File: src/olst_pkg.sv
// Shared constants for the ordered list engine: sizes, opcodes and status codes.
// No dependencies.
package olst_pkg;

  localparam int CAPACITY = 64;
  localparam int SLOT_W   = $clog2(CAPACITY);
  localparam int CNT_W    = $clog2(CAPACITY + 1);
  localparam int HANDLE_W = 32;
  localparam int POS_W    = 6;
  localparam int OP_W     = 4;
  localparam int STAT_W   = 2;

  // Request opcodes
  localparam logic [OP_W-1:0] OP_PUSH_F  = 4'd0;
  localparam logic [OP_W-1:0] OP_PUSH_B  = 4'd1;
  localparam logic [OP_W-1:0] OP_INSERT  = 4'd2;
  localparam logic [OP_W-1:0] OP_POP_F   = 4'd3;
  localparam logic [OP_W-1:0] OP_POP_B   = 4'd4;
  localparam logic [OP_W-1:0] OP_REMOVE  = 4'd5;
  localparam logic [OP_W-1:0] OP_PEEK_F  = 4'd6;
  localparam logic [OP_W-1:0] OP_PEEK_B  = 4'd7;
  localparam logic [OP_W-1:0] OP_PEEK_AT = 4'd8;

  // Result status
  localparam logic [STAT_W-1:0] ST_OK    = 2'd0;
  localparam logic [STAT_W-1:0] ST_FULL  = 2'd1;
  localparam logic [STAT_W-1:0] ST_RANGE = 2'd2;
  localparam logic [STAT_W-1:0] ST_EMPTY = 2'd3;

endpackage

File: src/olst_ram.sv
// Generic single-port-write, single-port-read RAM with registered read data.
// No dependencies.
module olst_ram #(
  parameter int DEPTH = 64,
  parameter int WIDTH = 8
) (
  input  logic                     clk,
  input  logic                     we,
  input  logic [$clog2(DEPTH)-1:0] waddr,
  input  logic [WIDTH-1:0]         wdata,
  input  logic [$clog2(DEPTH)-1:0] raddr,
  output logic [WIDTH-1:0]         rdata
);

  logic [WIDTH-1:0] mem [DEPTH];

  always_ff @(posedge clk) begin
    if (we) begin
      mem[waddr] <= wdata;
    end
    rdata <= mem[raddr];
  end

endmodule

File: src/ordered_list_engine_top.sv
// Ordered list engine: doubly linked list of handles kept in slot RAMs.
// Rejects and unused opcodes go straight to the finish state; other requests read the slot RAMs
// and then execute, and push back or insert onto a nonempty list adds a link step. Indexed requests
// first walk the next-link RAM chain, up to 63 positions. A held result stalls the finish state.
// One request at a time; the next is taken once the result is in the output register.
// Reset (synchronous, rst_n low): list empty, all slots free, no result pending.
// Depends on olst_pkg and olst_ram.
module ordered_list_engine_top (
  input  logic                          clk,
  input  logic                          rst_n,
  input  logic                          in_valid,
  output logic                          in_stall,
  input  logic [olst_pkg::OP_W-1:0]     in_opcode,
  input  logic [olst_pkg::HANDLE_W-1:0] in_handle_in,
  input  logic [olst_pkg::POS_W-1:0]    in_position,
  output logic                          out_valid,
  input  logic                          out_stall,
  output logic [olst_pkg::STAT_W-1:0]   out_status,
  output logic [olst_pkg::HANDLE_W-1:0] out_handle_out,
  output logic [olst_pkg::CNT_W-1:0]    out_count_now,
  output logic                          out_is_empty
);

  localparam int SW = olst_pkg::SLOT_W;
  localparam int CW = olst_pkg::CNT_W;
  localparam int HW = olst_pkg::HANDLE_W;
  localparam int CAP_N = olst_pkg::CAPACITY;

  localparam logic [2:0] S_IDLE  = 3'd0;
  localparam logic [2:0] S_WALK  = 3'd1;
  localparam logic [2:0] S_WALKW = 3'd2;
  localparam logic [2:0] S_RD    = 3'd3;
  localparam logic [2:0] S_EXE   = 3'd4;
  localparam logic [2:0] S_LNK   = 3'd5;
  localparam logic [2:0] S_FIN   = 3'd6;

  logic [2:0]                  state_r;
  logic [olst_pkg::OP_W-1:0]   op_r;
  logic [HW-1:0]               h_r;
  logic [olst_pkg::POS_W-1:0]  cnt_r;
  logic [SW-1:0]               cur_r, front_r, back_r, s_r, nx_r;
  logic [CW-1:0]               count_r;
  logic [olst_pkg::STAT_W-1:0] stat_r;
  logic [HW-1:0]               hout_r;
  logic [CAP_N-1:0]            fvld_r;
  logic                        fvld_q;

  // RAM ports
  logic          h_we, n_we, p_we, f_we;
  logic [SW-1:0] h_wa, n_wa, p_wa, f_wa, n_wd, p_wd, f_wd, f_ra;
  logic [HW-1:0] h_q;
  logic [SW-1:0] n_q, p_q, f_mem_q, free_q;

  olst_ram #(.DEPTH(CAP_N), .WIDTH(HW)) u_hdl (
    .clk(clk), .we(h_we), .waddr(h_wa), .wdata(h_r), .raddr(cur_r), .rdata(h_q));
  olst_ram #(.DEPTH(CAP_N), .WIDTH(SW)) u_nxt (
    .clk(clk), .we(n_we), .waddr(n_wa), .wdata(n_wd), .raddr(cur_r), .rdata(n_q));
  olst_ram #(.DEPTH(CAP_N), .WIDTH(SW)) u_prv (
    .clk(clk), .we(p_we), .waddr(p_wa), .wdata(p_wd), .raddr(cur_r), .rdata(p_q));
  olst_ram #(.DEPTH(CAP_N), .WIDTH(SW)) u_free (
    .clk(clk), .we(f_we), .waddr(f_wa), .wdata(f_wd), .raddr(f_ra), .rdata(f_mem_q));

  // Free stack top; an entry never written since reset reads as the count itself
  assign f_ra   = SW'(CAP_N - 1) - count_r[SW-1:0];
  assign free_q = fvld_q ? f_mem_q : count_r[SW-1:0];

  logic is_push, is_unlink, is_peek;
  assign is_push   = (op_r == olst_pkg::OP_PUSH_F) || (op_r == olst_pkg::OP_PUSH_B) ||
                     (op_r == olst_pkg::OP_INSERT);
  assign is_unlink = (op_r == olst_pkg::OP_POP_F) || (op_r == olst_pkg::OP_POP_B) ||
                     (op_r == olst_pkg::OP_REMOVE);
  assign is_peek   = (op_r == olst_pkg::OP_PEEK_F) || (op_r == olst_pkg::OP_PEEK_B) ||
                     (op_r == olst_pkg::OP_PEEK_AT);

  logic [CW-1:0] cnt_dec;
  assign cnt_dec = count_r - CW'(1);

  // Write ports per step
  always_comb begin
    h_we = 1'b0; h_wa = free_q;
    n_we = 1'b0; n_wa = free_q; n_wd = n_q;
    p_we = 1'b0; p_wa = free_q; p_wd = cur_r;
    f_we = 1'b0; f_wa = SW'(CAP_N - 1) - cnt_dec[SW-1:0]; f_wd = cur_r;
    if (state_r == S_EXE && is_push) begin
      h_we = 1'b1;
      if (count_r != '0) begin
        n_we = 1'b1;
        p_we = 1'b1;
        if (op_r == olst_pkg::OP_PUSH_F) begin
          n_wd = front_r;
          p_wa = front_r;
          p_wd = free_q;
        end
      end
    end else if (state_r == S_EXE && is_unlink) begin
      f_we = 1'b1;
      n_we = (cur_r != front_r);
      n_wa = p_q;
      n_wd = n_q;
      p_we = (cur_r != back_r);
      p_wa = n_q;
      p_wd = p_q;
    end else if (state_r == S_LNK) begin
      n_we = 1'b1;
      n_wa = cur_r;
      n_wd = s_r;
      p_we = (cur_r != back_r);
      p_wa = nx_r;
      p_wd = s_r;
    end
  end

  assign in_stall = (state_r != S_IDLE);

  // Request checks at transfer
  logic [olst_pkg::STAT_W-1:0] chk_stat;
  logic                        bad_pos, is_full, is_emp, op_known, op_indexed;
  assign bad_pos    = {1'b0, in_position} >= count_r;
  assign is_full    = count_r >= CW'(CAP_N);
  assign is_emp     = count_r == '0;
  assign op_known   = in_opcode <= olst_pkg::OP_PEEK_AT;
  assign op_indexed = (in_opcode == olst_pkg::OP_INSERT) || (in_opcode == olst_pkg::OP_REMOVE) ||
                      (in_opcode == olst_pkg::OP_PEEK_AT);

  always_comb begin
    chk_stat = olst_pkg::ST_OK;
    case (in_opcode)
      olst_pkg::OP_PUSH_F, olst_pkg::OP_PUSH_B: begin
        if (is_full) chk_stat = olst_pkg::ST_FULL;
      end
      olst_pkg::OP_INSERT: begin
        if (bad_pos) chk_stat = olst_pkg::ST_RANGE;
        else if (is_full) chk_stat = olst_pkg::ST_FULL;
      end
      olst_pkg::OP_POP_F, olst_pkg::OP_POP_B, olst_pkg::OP_PEEK_F, olst_pkg::OP_PEEK_B: begin
        if (is_emp) chk_stat = olst_pkg::ST_EMPTY;
      end
      olst_pkg::OP_REMOVE, olst_pkg::OP_PEEK_AT: begin
        if (bad_pos) chk_stat = olst_pkg::ST_RANGE;
      end
      default: chk_stat = olst_pkg::ST_OK;
    endcase
  end

  // Sequencer and list registers
  always_ff @(posedge clk) begin
    fvld_q <= fvld_r[f_ra];
    if (!rst_n) begin
      state_r   <= S_IDLE;
      count_r   <= '0;
      front_r   <= '0;
      back_r    <= '0;
      fvld_r    <= '0;
      out_valid <= 1'b0;
    end else begin
      if (state_r == S_FIN && (!out_valid || !out_stall)) out_valid <= 1'b1;
      else if (out_valid && !out_stall) out_valid <= 1'b0;
      if (f_we) fvld_r[f_wa] <= 1'b1;
      case (state_r)
        S_IDLE: begin
          if (in_valid) begin
            op_r   <= in_opcode;
            h_r    <= in_handle_in;
            cnt_r  <= in_position;
            stat_r <= chk_stat;
            hout_r <= '0;
            if ((in_opcode == olst_pkg::OP_PUSH_B) || (in_opcode == olst_pkg::OP_POP_B) ||
                (in_opcode == olst_pkg::OP_PEEK_B)) cur_r <= back_r;
            else cur_r <= front_r;
            if (!op_known || chk_stat != olst_pkg::ST_OK) state_r <= S_FIN;
            else if (op_indexed) state_r <= S_WALK;
            else state_r <= S_RD;
          end
        end
        S_WALK: begin
          if (cnt_r == '0) state_r <= S_RD;
          else state_r <= S_WALKW;
        end
        S_WALKW: begin
          cur_r   <= n_q;
          cnt_r   <= cnt_r - olst_pkg::POS_W'(1);
          state_r <= S_WALK;
        end
        S_RD: state_r <= S_EXE;
        S_EXE: begin
          state_r <= S_FIN;
          if (is_push) begin
            if (count_r == '0) begin
              front_r <= free_q;
              back_r  <= free_q;
              count_r <= count_r + CW'(1);
            end else if (op_r == olst_pkg::OP_PUSH_F) begin
              front_r <= free_q;
              count_r <= count_r + CW'(1);
            end else begin
              s_r     <= free_q;
              nx_r    <= n_q;
              state_r <= S_LNK;
            end
          end else if (is_unlink) begin
            hout_r  <= h_q;
            count_r <= cnt_dec;
            if (cnt_dec == '0) begin
              front_r <= '0;
              back_r  <= '0;
            end else begin
              if (cur_r == front_r) front_r <= n_q;
              if (cur_r == back_r) back_r <= p_q;
            end
          end else if (is_peek) begin
            hout_r <= h_q;
          end
        end
        S_LNK: begin
          if (cur_r == back_r) back_r <= s_r;
          count_r <= count_r + CW'(1);
          state_r <= S_FIN;
        end
        S_FIN: begin
          // result moves into the output register
          if (!out_valid || !out_stall) state_r <= S_IDLE;
        end
        default: state_r <= S_IDLE;
      endcase
    end
  end

  // Result register payload
  always_ff @(posedge clk) begin
    if (state_r == S_FIN && (!out_valid || !out_stall)) begin
      out_status     <= stat_r;
      out_handle_out <= hout_r;
      out_count_now  <= count_r;
      out_is_empty   <= (count_r == '0);
    end
  end

  // Checks
  a_count_range: assert property (@(posedge clk) disable iff (!rst_n)
    count_r <= CW'(CAP_N)) else $error("entry count beyond capacity");
  a_empty_ends: assert property (@(posedge clk) disable iff (!rst_n)
    (count_r == '0) |-> (front_r == '0 && back_r == '0)) else $error("empty list keeps ends");
  a_bad_hout: assert property (@(posedge clk) disable iff (!rst_n)
    (out_valid && out_status != olst_pkg::ST_OK) |-> (out_handle_out == '0))
    else $error("handle on rejected request");
  a_empty_flag: assert property (@(posedge clk) disable iff (!rst_n)
    out_valid |-> (out_is_empty == (out_count_now == '0))) else $error("empty flag mismatch");

endmodule

File: config.mk
export PLATFORM = sky130hd
export DESIGN_NAME = ordered_list_engine_top
export DESIGN_NICKNAME = d
export VERILOG_FILES = /design/src/olst_pkg.sv /design/src/olst_ram.sv /design/src/ordered_list_engine_top.sv
export SDC_FILE = /design/constraint.sdc
export NUM_CORES = 2
export LEC_CHECK = 0
export BUFFER_PORTS_ARGS = -buffer_cell sky130_fd_sc_hd__buf_2
export CAP_MARGIN = 0
export CORE_ASPECT_RATIO = 0.6
export CORE_MARGIN = 3
export CORE_UTILIZATION = 56
export DETAILED_ROUTE_END_ITERATION = 6
export PLACE_DENSITY = 0.81
export SLEW_MARGIN = 5
export SYNTH_ARGS = -nofsm -noshare
export SYNTH_HDL_FRONTEND = slang
export SYNTH_SLANG_ARGS = --single-unit
File: constraint.sdc
create_clock -name clk -period 8.8 [get_ports clk]
set_clock_uncertainty 0.15 [all_clocks]
set_input_delay 1.76 -clock clk [delete_from_list [all_inputs] [get_ports clk]]
set_output_delay 1.76 -clock clk [all_outputs]
set_load 0.05 [all_outputs]
==> results.txt <==
* Leading cell types in the layout, fill and taps excluded: edfxtp_1, mux4_2, clkbuf_16
- Area used by multi-input combinational logic: 29500 µm²
* Most frequent standard cell in the layout excluding fill and tap cells: edfxtp_1
- Initial cell density of the core: 56.8%
- Number of buffers added to fix hold violations after cts: 0
* Worst Max-Slew Pin Slew: 1.39 ns
- Via-per-instance ratio: 7.22
- Root Driver: clkbuf_16
* Remaining number of nets flagged by the antenna check after routing: 0
* Count of flip-flops with a built-in enable after synthesis: 3336
* Combinational family with the most area after synthesis: multiplexers
- The worst path needs 5.34 ns of the cycle, external delays included.
- Global routing used 29.9% of the available tracks across all layers.
- The wire-length estimate of the detail-placed layout is 204 mm.
- Clock Sinks: 3474
- Based on the critical path, the design can be clocked at up to 187 MHz.
- Worst setup SP type: flip-flop
* Vertical extent of the die: 384 µm
* Cell area after synthesis: 133000 µm²
- Category of the most critical setup path: reg2reg
* Crit. End Element: flip-flop
- At the later pin of the worst-skew pair, clock insertion delay measures 0.89 ns.
* Synthesized-area fraction occupied by adder cells: 0.0939%
* Mapped Nets: 6016
- The die covers 244000 µm².
- Data arrives at the worst endpoint at 5.67 ns.
* Number of design-rule violations left by the first detailed-router iteration: 13100
- Average cell area after synthesis: 22.3 µm²
- The run finished, with violations left.
- Max clock buf depth: 4
- Share of flip-flops with an asynchronous set or reset after synthesis: 0%
- The final route contains 68900 vias.
- Data on the critical path is required at its endpoint by 9.14 ns.
- Wire per inst: 38.1 µm
- Area growth from synthesis to layout: 11.2%
- Post-route DRC: 35
- Setup TNS: 0 ns
- Net count reported at finish: 6224
- First-pass GRT wire length: 515 mm
- The number of hold violations in the final report was 0.
- Weighted congestion at the end of routability-driven global placement: 0.919
* Violated checks: DRC
- The worst path uses 60.6% of the clock period.
- Largest fanout on the critical path: 16
- After clock tree synthesis, the clock-pin slew on the worst setup and hold paths is 0.07 ns.
- The number of gates resized after CTS was 0.
- Detailed Routing Iterations Pass 1: 7
- Setup slack closes at 3.46 ns.
* Width of the chip: 636 µm
* Placement Setup Slack: 3.66 ns
- Count of buffers added by post-CTS timing repair for setup: 0
* Fill cell total of the finished layout: 14500
- Number of port buffers: 89
* Max-slew violations: 0
- Summing the areas of all compound-gate instances in the mapped netlist gives 2.10% of the synthesized area.
- Setup violations remaining at the end of the flow were counted as 0.
* Overall power consumption: 0.0491 W
* Xor and xnor area share after synthesis: 0.164%
* IO Pins: 90
- Top cell type's share of synthesized area: 75.2%
- Main synth FF type: edfxtp_1
- The largest total area in the synthesized netlist belongs to edfxtp_1.
- Sequential fraction of the synthesis area: 77.3%
- The tightest min-delay check is of the reg2reg type.
- Final core utilization: 63.1%
- Row Count: 137
- Share of cells above drive strength 1: 27.5%
* Distinct cells, synth: 65
* Headroom to the max-slew limit: 7.29%
- During synthesis, Yosys emitted a total of 0 warnings.
- Basic-gate share of the synthesized area counting and, or, nand and nor cells: 2.15%
* Wire length reported by the detailed router: 363 mm
- The region available for standard cell placement spans 234000 µm².
- For this run the aggregate overflow at the end of global routing stands at 0.
- Unrepaired setup endpoints after global routing: false
* Mux share of post-synthesis cell area: 17.2%
* Pin count of the biggest net entering global routing: 134
- The via count of the first global-routing pass is 66600.
* Total power density per cell area: 332 nW/µm²
* Synthesized flop and latch total: 3474
- The H-tree generated during clock tree synthesis spans 5 levels.
- In the post-synthesis netlist, the biggest area contributors are edfxtp_1, mux4_2, dfxtp_1.
- Across the run, the number of max-cap violations was 0.
* Cell count after synthesis: 5960
- Number of buffers inserted during clock tree synthesis: 302
* Register cell area after layout: 103000 µm²
- Summed over all cells, the static leakage comes to 45.3 nW.
- TritonCTS built the clock tree.
- Maximum resistive drop on vdd: 0.381 mV
- The initial antenna violation count was 27.
per-stage QoR:
| step | hold slack [ns] | cells | cell area (µm²) |
|---|---|---|---|
| after floorplan | 0.250 | 5960 | 133000 |
| after global placement | 0.258 | 8991 | 138000 |
| after detailed placement | 0.255 | 8991 | 138000 |
| after CTS | 0.276 | 9528 | 148000 |
| after global routing | 0.279 | 9530 | 148000 |
| final | 0.275 | 9536 | 148000 |
cell families (layout without fill, tap and decap cells):
group | Yosys count | after routing
AO/OA/AOI/OAI | 404 | 404
XOR/XNOR | 25 | 25
adder cells (fa/ha/maj) | 10 | 10
buffers and inverters | 343 | 784
flip-flops | 3474 | 3474
multiplexers | 1059 | 1059
other | 0 | 8
AND/OR/NAND/NOR | 645 | 645
layout make-up:
cell class / instances / area share, %
clock inverters: 159 / 1.19
multi-input cells: 2143 / 20.0
inverters: 21 / 0.0532
clock buffers: 378 / 5.54
well taps: 3127 / 2.64
repair buffers: 226 / 1.07
diodes: 8 / 0.0135
flip-flops and latches: 3474 / 69.5
per-layer routing:
metal / part of all wire, % / global-route usage [%] / vias to the layer above
met1: 35 / 43.3 / 35600
met5: 0.021 / 0 / -
li1: - / - / 25600
met2: 44 / 42.3 / 6802
met3: 18 / 12.4 / 870
met4: 3.4 / 8.37 / 12
power by group:
group | switching [W] | internal, W
Clock | 0.00608 | 0.00765
Sequential | 0.000388 | 0.0201
Combinational | 0.00971 | 0.00513
Total | 0.0162 | 0.0329
flip-flops by register name, indices dropped and copies added (netlist names), 2 cells and up:
| register | cells |
|---|---|
| u_hdl.mem | 2048 |
| u_free.mem | 384 |
| u_nxt.mem | 384 |
| u_prv.mem | 384 |
| fvld_r | 64 |
| h_r | 32 |
| hout_r | 32 |
| out_handle_out | 32 |
| u_hdl.rdata | 32 |
| count_r | 7 |
| out_count_now | 7 |
| back_r | 6 |
| cnt_r | 6 |
| cur_r | 6 |
| front_r | 6 |
| nx_r | 6 |
| s_r | 6 |
| u_free.rdata | 6 |
| u_nxt.rdata | 6 |
| u_prv.rdata | 6 |
| op_r | 4 |
| state_r | 3 |
| out_status | 2 |
| stat_r | 2 |
Yosys cell counts, types with 41 or more instances:
master	n
mux4_2	982
clkbuf_1	223
buf_1	74
mux2i_1	68
a22oi_1	47
o22ai_1	55
edfxtp_1	3336
and2_1	41
a21oi_1	78
nor2_1	323
nor3_1	43
nand2_1	135
dfxtp_1	138
o21a_1	65
worst paths after layout:
| check | start | end | slack, ns | cells past startpoint |
|---|---|---|---|---|
| worst max register to register | state_r[2] | u_prv.mem[32][4] | 3.46 | 6 |
| worst min register to register | hout_r[21] | out_handle_out[21] | 0.28 | 0 |
| worst max-delay path | state_r[2] | u_prv.mem[32][4] | 3.46 | 6 |
| worst min-delay path | hout_r[21] | out_handle_out[21] | 0.28 | 0 |
critical path, stage by stage, from the launching register on:
cell and delay, ns:
dfxtp_1 0.64, or3b_1 0.54, nor2_1 1.03, nand2_1 0.38
a211oi_1 0.49, nand2_1 0.69, nor3_1 1.02
No activity file was read; power rests on OpenSTA's default activity.
